[config.mk]
export PLATFORM = sky130hd
export DESIGN_NAME = eight_way_sorted_merge_top
export DESIGN_NICKNAME = d
export VERILOG_FILES = /design/src/rtl/esm_pkg.sv /design/src/rtl/esm_store.sv /design/src/rtl/esm_merge.sv /design/src/rtl/eight_way_sorted_merge_top.sv
export SDC_FILE = /design/constraint.sdc
export NUM_CORES = 2
export LEC_CHECK = 0
export BUFFER_PORTS_ARGS = -buffer_cell sky130_fd_sc_hd__clkbuf_2
export CAP_MARGIN = 20
export CORE_MARGIN = 5
export CORE_UTILIZATION = 44
export CTS_CLUSTER_DIAMETER = 120
export DETAILED_ROUTE_END_ITERATION = 10
export HOLD_SLACK_MARGIN = 0.03
export SKIP_CTS_REPAIR_TIMING = 1
export SYNTH_ARGS = -nofsm -noshare
export SYNTH_HDL_FRONTEND = slang
export SYNTH_SLANG_ARGS = --single-unit
[constraint.sdc]
create_clock -name clk -period 12.7 [get_ports clk]
set_clock_uncertainty 0.05 [all_clocks]
set_input_delay 1.27 -clock clk [delete_from_list [all_inputs] [get_ports clk]]
set_output_delay 1.27 -clock clk [all_outputs]
set_load 0.01 [all_outputs]
[src/rtl/esm_pkg.sv]
`timescale 1ns / 1ps
`default_nettype none
// ----------------------------------------------------------------------------
// esm_pkg
// Shared types, constants and the min-select function for the sorted merge.
// ----------------------------------------------------------------------------
package esm_pkg;

    localparam int ESM_LIST_COUNT = 8;
    localparam int ESM_LIST_DEPTH = 8;
    localparam int DATA_W         = 32;
    localparam int ID_W           = 3;
    localparam int MAX_LISTS      = 8;

    localparam logic OP_APPEND = 1'b0;
    localparam logic OP_MERGE  = 1'b1;

    typedef enum logic [1:0] {
        ST_IDLE,
        ST_PRIME,
        ST_FILL,
        ST_PICK
    } esm_state_t;

    typedef struct packed {
        logic                     valid;
        logic signed [DATA_W-1:0] val;
        logic [ID_W-1:0]          idx;
    } esm_node_t;

    typedef struct packed {
        logic rd_en;
        logic clear;
    } esm_ctl_t;

    // Keep the left node on a tie so the lower list wins.
    function automatic esm_node_t node_min(input esm_node_t a, input esm_node_t b);
        esm_node_t r;
        if (a.valid && (!b.valid || ($signed(a.val) <= $signed(b.val))))
            r = a;
        else
            r = b;
        return r;
    endfunction

endpackage
`default_nettype wire

[src/rtl/esm_store.sv]
`timescale 1ns / 1ps
`default_nettype none
// ----------------------------------------------------------------------------
// esm_store
// List memory with per-list fill counts, running total and drop flag.
// ----------------------------------------------------------------------------
module esm_store
    import esm_pkg::*;
#(
    parameter int LIST_COUNT = ESM_LIST_COUNT,
    parameter int LIST_DEPTH = ESM_LIST_DEPTH,
    localparam int LIST_W    = $clog2(LIST_COUNT),
    localparam int CNT_W     = $clog2(LIST_DEPTH + 1),
    localparam int SLOTS     = LIST_COUNT * LIST_DEPTH,
    localparam int ADDR_W    = $clog2(SLOTS),
    localparam int TOT_W     = $clog2(SLOTS + 1)
)
(
    input  wire logic                                clk,
    input  wire logic                                rst_n,
    input  wire logic                                app_en,
    input  wire logic [ID_W-1:0]                     list_id,
    input  wire logic [DATA_W-1:0]                   value,
    input  wire esm_ctl_t                            ctl,
    input  wire logic [ADDR_W-1:0]                   rd_addr,
    output logic      [DATA_W-1:0]                   rdata,
    output logic      [LIST_COUNT-1:0][CNT_W-1:0]    counts,
    output logic      [TOT_W-1:0]                    total,
    output logic                                     dropped
);

    logic [DATA_W-1:0]               mem [SLOTS];
    logic [DATA_W-1:0]               rdata_reg;
    logic [LIST_COUNT-1:0][CNT_W-1:0] counts_reg;
    logic [TOT_W-1:0]                total_reg;
    logic                            dropped_reg;

    logic              in_range;
    logic [LIST_W-1:0] lid;
    logic              full;
    logic              wr_en;
    logic [ADDR_W-1:0] wr_addr;

    always_comb
    begin
        in_range = ({1'b0, list_id} < (ID_W + 1)'(LIST_COUNT));
        lid      = list_id[LIST_W-1:0];
        full     = (counts_reg[lid] >= CNT_W'(LIST_DEPTH));
        wr_en    = app_en && in_range && !full;
        wr_addr  = ADDR_W'(lid) * ADDR_W'(LIST_DEPTH) + ADDR_W'(counts_reg[lid]);
    end

    always_ff @(posedge clk)
    begin
        if (wr_en)
        begin
            mem[wr_addr] <= value;
        end
        if (ctl.rd_en)
        begin
            rdata_reg <= mem[rd_addr];
        end
    end

    always_ff @(posedge clk or negedge rst_n)
    begin
        if (!rst_n)
        begin
            counts_reg  <= '0;
            total_reg   <= '0;
            dropped_reg <= 1'b0;
        end
        else if (ctl.clear)
        begin
            counts_reg  <= '0;
            total_reg   <= '0;
            dropped_reg <= 1'b0;
        end
        else if (app_en && in_range)
        begin
            if (full)
            begin
                dropped_reg <= 1'b1;
            end
            else
            begin
                counts_reg[lid] <= counts_reg[lid] + 1'b1;
                total_reg       <= total_reg + 1'b1;
            end
        end
    end

    assign rdata   = rdata_reg;
    assign counts  = counts_reg;
    assign total   = total_reg;
    assign dropped = dropped_reg;

endmodule
`default_nettype wire

[src/rtl/esm_merge.sv]
`timescale 1ns / 1ps
`default_nettype none
// ----------------------------------------------------------------------------
// esm_merge
// Merge sequencer: primes list heads from memory, picks the smallest head,
// emits it and refills that head from memory.
// ----------------------------------------------------------------------------
module esm_merge
    import esm_pkg::*;
#(
    parameter int LIST_COUNT = ESM_LIST_COUNT,
    parameter int LIST_DEPTH = ESM_LIST_DEPTH,
    localparam int LIST_W    = $clog2(LIST_COUNT),
    localparam int CNT_W     = $clog2(LIST_DEPTH + 1),
    localparam int SLOTS     = LIST_COUNT * LIST_DEPTH,
    localparam int ADDR_W    = $clog2(SLOTS),
    localparam int TOT_W     = $clog2(SLOTS + 1)
)
(
    input  wire logic                             clk,
    input  wire logic                             rst_n,
    input  wire logic                             go,
    input  wire logic [LIST_COUNT-1:0][CNT_W-1:0] counts,
    input  wire logic [TOT_W-1:0]                 total,
    input  wire logic                             dropped,
    input  wire logic [DATA_W-1:0]                rdata,
    output esm_ctl_t                              ctl,
    output logic      [ADDR_W-1:0]                rd_addr,
    output logic                                  busy,
    output logic                                  valid,
    output logic signed [DATA_W-1:0]              merged_value,
    output logic                                  last,
    output logic                                  empty_res,
    output logic                                  overflow
);

    esm_state_t state_reg, state_next;

    logic [LIST_W-1:0]  prime_cnt_reg;
    logic [CNT_W-1:0]   ptr_reg [LIST_COUNT];
    logic [DATA_W-1:0]  head_reg [LIST_COUNT];
    logic               fill_pend_reg;
    logic [LIST_W-1:0]  fill_list_reg;
    logic [TOT_W-1:0]   remain_reg;

    logic                     valid_reg;
    logic signed [DATA_W-1:0] value_reg;
    logic                     last_reg;
    logic                     empty_reg;
    logic                     ovf_reg;

    esm_node_t leaf [MAX_LISTS];
    esm_node_t lvl1 [MAX_LISTS / 2];
    esm_node_t lvl2 [MAX_LISTS / 4];
    esm_node_t root;

    logic [LIST_W-1:0] win_list;
    logic [CNT_W-1:0]  ptr_inc;
    logic [LIST_W-1:0] rd_list;
    logic [CNT_W-1:0]  rd_idx;
    logic              rd_en;
    logic              clear;
    logic              pick;
    logic              empty_go;
    logic              final_pick;

    for (genvar g = 0; g < MAX_LISTS; g++)
    begin : g_leaf
        if (g < LIST_COUNT)
        begin : g_used
            assign leaf[g] = '{valid: (ptr_reg[g] < counts[g]),
                               val:   head_reg[g],
                               idx:   ID_W'(g)};
        end
        else
        begin : g_pad
            assign leaf[g] = '{valid: 1'b0, val: '0, idx: ID_W'(g)};
        end
    end

    always_comb
    begin
        for (int j = 0; j < MAX_LISTS / 2; j++)
        begin
            lvl1[j] = node_min(leaf[2 * j], leaf[2 * j + 1]);
        end
        for (int k = 0; k < MAX_LISTS / 4; k++)
        begin
            lvl2[k] = node_min(lvl1[2 * k], lvl1[2 * k + 1]);
        end
        root     = node_min(lvl2[0], lvl2[1]);
        win_list = root.idx[LIST_W-1:0];
        ptr_inc  = ptr_reg[win_list] + 1'b1;
    end

    always_comb
    begin
        state_next = state_reg;
        unique case (state_reg)
            ST_IDLE:
            begin
                if (go && (total != '0))
                    state_next = ST_PRIME;
            end
            ST_PRIME:
            begin
                if (prime_cnt_reg == LIST_W'(LIST_COUNT - 1))
                    state_next = ST_FILL;
            end
            ST_FILL:
            begin
                state_next = ST_PICK;
            end
            ST_PICK:
            begin
                if (remain_reg == TOT_W'(1))
                    state_next = ST_IDLE;
                else
                    state_next = ST_FILL;
            end
            default:
            begin
                state_next = ST_IDLE;
            end
        endcase
    end

    always_comb
    begin
        rd_en      = 1'b0;
        rd_list    = '0;
        rd_idx     = '0;
        clear      = 1'b0;
        pick       = 1'b0;
        empty_go   = 1'b0;
        final_pick = 1'b0;
        unique case (state_reg)
            ST_IDLE:
            begin
                if (go && (total == '0))
                begin
                    empty_go = 1'b1;
                    clear    = 1'b1;
                end
            end
            ST_PRIME:
            begin
                rd_en   = 1'b1;
                rd_list = prime_cnt_reg;
            end
            ST_FILL:
            begin
                rd_en = 1'b0;
            end
            ST_PICK:
            begin
                pick       = 1'b1;
                final_pick = (remain_reg == TOT_W'(1));
                clear      = final_pick;
                rd_list    = win_list;
                rd_idx     = ptr_inc;
                rd_en      = (ptr_inc < counts[win_list]);
            end
            default:
            begin
                rd_en = 1'b0;
            end
        endcase
        rd_addr   = ADDR_W'(rd_list) * ADDR_W'(LIST_DEPTH) + ADDR_W'(rd_idx);
        ctl.rd_en = rd_en;
        ctl.clear = clear;
    end

    always_ff @(posedge clk or negedge rst_n)
    begin
        if (!rst_n)
        begin
            state_reg     <= ST_IDLE;
            prime_cnt_reg <= '0;
            fill_pend_reg <= 1'b0;
            fill_list_reg <= '0;
            remain_reg    <= '0;
            valid_reg     <= 1'b0;
            for (int i = 0; i < LIST_COUNT; i++)
            begin
                ptr_reg[i] <= '0;
            end
        end
        else
        begin
            state_reg     <= state_next;
            fill_pend_reg <= rd_en;
            fill_list_reg <= rd_list;
            valid_reg     <= pick || empty_go;
            if (state_reg == ST_PRIME)
                prime_cnt_reg <= prime_cnt_reg + 1'b1;
            else
                prime_cnt_reg <= '0;
            if ((state_reg == ST_IDLE) && go)
                remain_reg <= total;
            else if (pick)
                remain_reg <= remain_reg - 1'b1;
            if (final_pick)
            begin
                for (int i = 0; i < LIST_COUNT; i++)
                begin
                    ptr_reg[i] <= '0;
                end
            end
            else if (pick)
            begin
                ptr_reg[win_list] <= ptr_inc;
            end
        end
    end

    always_ff @(posedge clk)
    begin
        if (fill_pend_reg)
        begin
            head_reg[fill_list_reg] <= rdata;
        end
        if (pick || empty_go)
        begin
            value_reg <= pick ? root.val : '0;
            last_reg  <= empty_go || final_pick;
            empty_reg <= empty_go;
            ovf_reg   <= dropped;
        end
    end

    assign busy         = (state_reg != ST_IDLE);
    assign valid        = valid_reg;
    assign merged_value = value_reg;
    assign last         = last_reg;
    assign empty_res    = empty_reg;
    assign overflow     = ovf_reg;

endmodule
`default_nettype wire

[src/rtl/eight_way_sorted_merge_top.sv]
`timescale 1ns / 1ps
`default_nettype none
// Append: busy stays low, so a new append beat may follow at once.
// Merge of N stored values: the sequencer primes every list head from memory, then
// alternates fill and pick states; each pick gives one of the N results and refills its head.
// Busy stays high until the final result; an empty merge gives its result next cycle.
// The receiver cannot stall; each result shows for exactly one cycle on valid.
// Reset (async, active low) clears counts, drop flag and sequencer; memory is not cleared.
// ----------------------------------------------------------------------------
// eight_way_sorted_merge_top
// Eight sorted lists loaded by append beats, merged into one ascending stream.
// ----------------------------------------------------------------------------
module eight_way_sorted_merge_top
    import esm_pkg::*;
#(
    parameter int LIST_COUNT = ESM_LIST_COUNT,
    parameter int LIST_DEPTH = ESM_LIST_DEPTH
)
(
    input  wire logic                     clk,
    input  wire logic                     rst_n,
    input  wire logic                     start,
    output logic                          busy,
    input  wire logic                     op,
    input  wire logic [ID_W-1:0]          list_id,
    input  wire logic signed [DATA_W-1:0] value,
    output logic                          valid,
    output logic signed [DATA_W-1:0]      merged_value,
    output logic                          last,
    output logic                          empty_res,
    output logic                          overflow
);

    localparam int CNT_W  = $clog2(LIST_DEPTH + 1);
    localparam int SLOTS  = LIST_COUNT * LIST_DEPTH;
    localparam int ADDR_W = $clog2(SLOTS);
    localparam int TOT_W  = $clog2(SLOTS + 1);

    logic                             accept;
    logic                             app_en;
    logic                             go;
    esm_ctl_t                         ctl;
    logic [ADDR_W-1:0]                rd_addr;
    logic [DATA_W-1:0]                rdata;
    logic [LIST_COUNT-1:0][CNT_W-1:0] counts;
    logic [TOT_W-1:0]                 total;
    logic                             dropped;

    assign accept = start && !busy;
    assign app_en = accept && (op == OP_APPEND);
    assign go     = accept && (op == OP_MERGE);

    esm_store #(
        .LIST_COUNT (LIST_COUNT),
        .LIST_DEPTH (LIST_DEPTH)
    ) u_store (
        .clk     (clk),
        .rst_n   (rst_n),
        .app_en  (app_en),
        .list_id (list_id),
        .value   (value),
        .ctl     (ctl),
        .rd_addr (rd_addr),
        .rdata   (rdata),
        .counts  (counts),
        .total   (total),
        .dropped (dropped)
    );

    esm_merge #(
        .LIST_COUNT (LIST_COUNT),
        .LIST_DEPTH (LIST_DEPTH)
    ) u_merge (
        .clk          (clk),
        .rst_n        (rst_n),
        .go           (go),
        .counts       (counts),
        .total        (total),
        .dropped      (dropped),
        .rdata        (rdata),
        .ctl          (ctl),
        .rd_addr      (rd_addr),
        .busy         (busy),
        .valid        (valid),
        .merged_value (merged_value),
        .last         (last),
        .empty_res    (empty_res),
        .overflow     (overflow)
    );

`ifndef SYNTHESIS
    a_empty_is_last: assert property (@(posedge clk) disable iff (!rst_n)
        (valid && empty_res) |-> last)
        else $error("empty result without last");

    a_busy_ends_on_last: assert property (@(posedge clk) disable iff (!rst_n)
        $fell(busy) |-> (valid && last && !empty_res))
        else $error("merge ended without final result");

    a_merge_progresses: assert property (@(posedge clk) disable iff (!rst_n)
        go |=> (valid || busy))
        else $error("merge beat neither answered nor started");

    a_store_quiet_when_busy: assert property (@(posedge clk) disable iff (!rst_n)
        busy |-> !app_en)
        else $error("append while merging");
`endif

endmodule
`default_nettype wire
==> results.toml <==
[run_status]
status = "completed"

[worst_setup_path]
start_kind = "flip-flop"
cpMostUsedCell = "buf_4"
critPathRequiredTime_ns = 13.28
crit_slowest_cell = "nor4_2"
cp_max_fo = 23
arrival_ns = 12.91
end_kind = "flip-flop"
worstSetupPathType = "flip-flop to flip-flop"
cpPeakStageDelay_ns = 0.83

[timing]
relSlewSlack = 0.239
fin_crit_ns = 12.33
hold_viol_final = 0
rsz0062_at_grt = "no"
min_period_over_period = 0.971
hold_slack_ns = 0.283
fmax_mhz = 81.1
tightestPinTransition_ns = 1.13
setup_viol = 0
drv_slew = 0

[floorplan]
fp-row-count = 179
io_pins = 76
coreArea_um2 = 238000
dieArea_um2 = 250000
die_h_um = 500
fp.dieW_um = 500
initial_core_util = 0.442

[place]
placed_cell_area_um2 = 114000
dp_hpwl_um = 209000
port_buffers = 75
gp_congestion = 0.928
dp_cells = 10924

[yosys]
synth_fa_ha_area_frac = 0.0318
synth_seq_area_share = 0.696
synth_top_family_by_area = "compound AO/OA/AOI/OAI gates"
yosys.area_share.xor_xnor = 0.00166
avgSynthCellArea_um2 = 13.9
synth_compound_area_frac = 0.112
postSynthCellCount = 7561
synth_cell_types = 86
ys_ff_latch = 2460
synth-async-reset-ratio = 0.0362
syn_nets = 7868
ys_warn_count = 0
synthFlopType = "edfxtp_1"
syn-cell-area_um2 = 105000
synth_edf_count = 2371
synthMuxAreaShare = 0.0421
synth-simple-area-share = 0.0865

[power]
peakVddDrop_mv = 0.130
p_leak_nw = 42.6
power_density_nw_per_um2 = 136

[drt]
vias = 71236
drc_errors = 0
wl_per_cell_um = 29.9
postRouteAntennaNets = 0
first_pass_iters = 6
totalWireLength_um = 341000
vias_per_cell = 6.25
drt_iter0_markers = 8731

[clocking]
clkTransAtPathRegs_ns = 0.06
cts_made_buffers = 283
cts_max_path_buffers = 4
worstSkewPairLatency_ns = 0.96
cts_tree = "built"
cts.sinks = 2460
cts_root_buf = "clkbuf_16"
cts.htree.levels = 5

[layout]
drive_above_1_share = 0.182
fin_area_um2 = 123000
layout.cells.non_filler = 11402
area_delta_synth_final_pct = 16.4
nets = 8350
largest_reg_flops = 2048
nFillCells = 19905

[hold_path]
worstHoldPathType = "input pin to async pin"

[global_routing]
overflow = 0
grt_max_degree = 119
grt_pass1_wl_um = 488000
grt_pass1_vias = 68378
grt.total_usage = 0.265
antenna_found_initial = 14

[run]
max_cap_viol_count = 0
Yosys cell counts (106+ instances only):
library cell / count / share of area
a31oi_1: 119 / 0.0071
edfxtp_1: 2371 / 0.68
nand2_1: 661 / 0.024
and3_1: 211 / 0.013
o21ai_0: 270 / 0.013
clkbuf_1: 370 / 0.013
nor3_1: 106 / 0.0050
mux2_2: 243 / 0.026
inv_1: 244 / 0.0087
nor2_1: 435 / 0.015
a211oi_1: 245 / 0.017
o211ai_1: 158 / 0.011
nand3_1: 172 / 0.0082
mux2i_1: 125 / 0.012
ha_1: 268 / 0.032
a21oi_1: 289 / 0.014
nand4_1: 168 / 0.010
o22ai_1: 146 / 0.0087
final cells by class:
| class | instances | area [um^2] | area share |
|---|---|---|---|
| Sequential cell | 2460 | 73400 | 0.598 |
| Multi-Input combinational cell | 4352 | 29800 | 0.243 |
| Clock buffer | 329 | 7390 | 0.0602 |
| Timing Repair Buffer | 700 | 6020 | 0.0491 |
| Tap cell | 3167 | 3960 | 0.0323 |
| Clock inverter | 144 | 1130 | 0.00925 |
| Inverter | 246 | 948 | 0.00773 |
| Antenna cell | 4 | 10.0 | 0.0000815 |
logic make-up (layout without fill, tap and decap cells):
kind of cell,Yosys count,count (layout)
buffers and inverters,749,1419
DFF,2460,2460
muxes,388,388
adders and majority gates,268,268
AOI/OAI and AO/OA,1740,1740
xor gates and xnor gates,20,20
and+or+nand+nor,1936,1936
other,0,4
placed cells by master (no fill, tap or decap), drive strengths merged, types with 163 or more instances in the layout:
cell	synthesis	final
edfxtp	2371	2371
nand2	661	661
buf	132	626
nor2	437	437
clkbuf	371	403
a21oi	289	289
o21ai	275	275
ha	268	268
inv	246	254
a211oi	245	245
mux2	243	243
and3	211	211
nand3	172	172
nand4	168	168
o211ai	163	163
per-layer routing:
| metal | part of all wire | global-route usage |
|---|---|---|
| met1 | 0.42 | 0.378 |
| met4 | 0.037 | 0.0943 |
| met5 | 0.000047 | 0 |
| met3 | 0.091 | 0.0444 |
| met2 | 0.46 | 0.413 |
worst max-delay path, delay by kind of cell, from the launching register on:
kind | cells | cell delay [ns]
compound gates | 18 | 4.90
simple gates | 12 | 3.25
buf+inv | 12 | 2.06
fa+ha+maj | 4 | 1.13
flops | 1 | 0.41
xor+xnor | 1 | 0.18
through the flow:
stage | power (mW) | TNS, ns | setup WS [ns] | util
final | 16.7 | 0 | 0.375 | 0.515
after global routing | 17.1 | 0 | 0.0882 | 0.515
after CTS | 16.8 | -0.360 | -0.136 | 0.515
after detailed placement | 9.21 | -0.222 | -0.101 | 0.479
after global placement | 9.20 | -7.64 | -0.996 | 0.478
after floorplan | 9.06 | 0 | 0.406 | -
report_power, final:
part,switching [mW],internal [mW],total (mW)
logic,0.145,0.0168,0.162
registers,0,8.87,8.87
clock network,3.19,4.45,7.64
path summary, 6_finish.rpt:
kind,from,to,slack [ns],depth (start not counted)
hold / removal,rst_n,u_merge.valid,0.28,1
setup / recovery,u_merge.head_reg[2][18],u_store.rdata[15],0.37,47
max in group asynchronous,rst_n,u_merge.ptr_reg[2],11.24,2
hold reg to reg,u_store.dropped,u_merge.overflow,0.42,0
setup reg to reg,u_merge.head_reg[2][18],u_store.rdata[15],0.37,47
min in group clk,u_store.dropped,u_merge.overflow,0.42,0
Power figures use the tool's default switching activity.
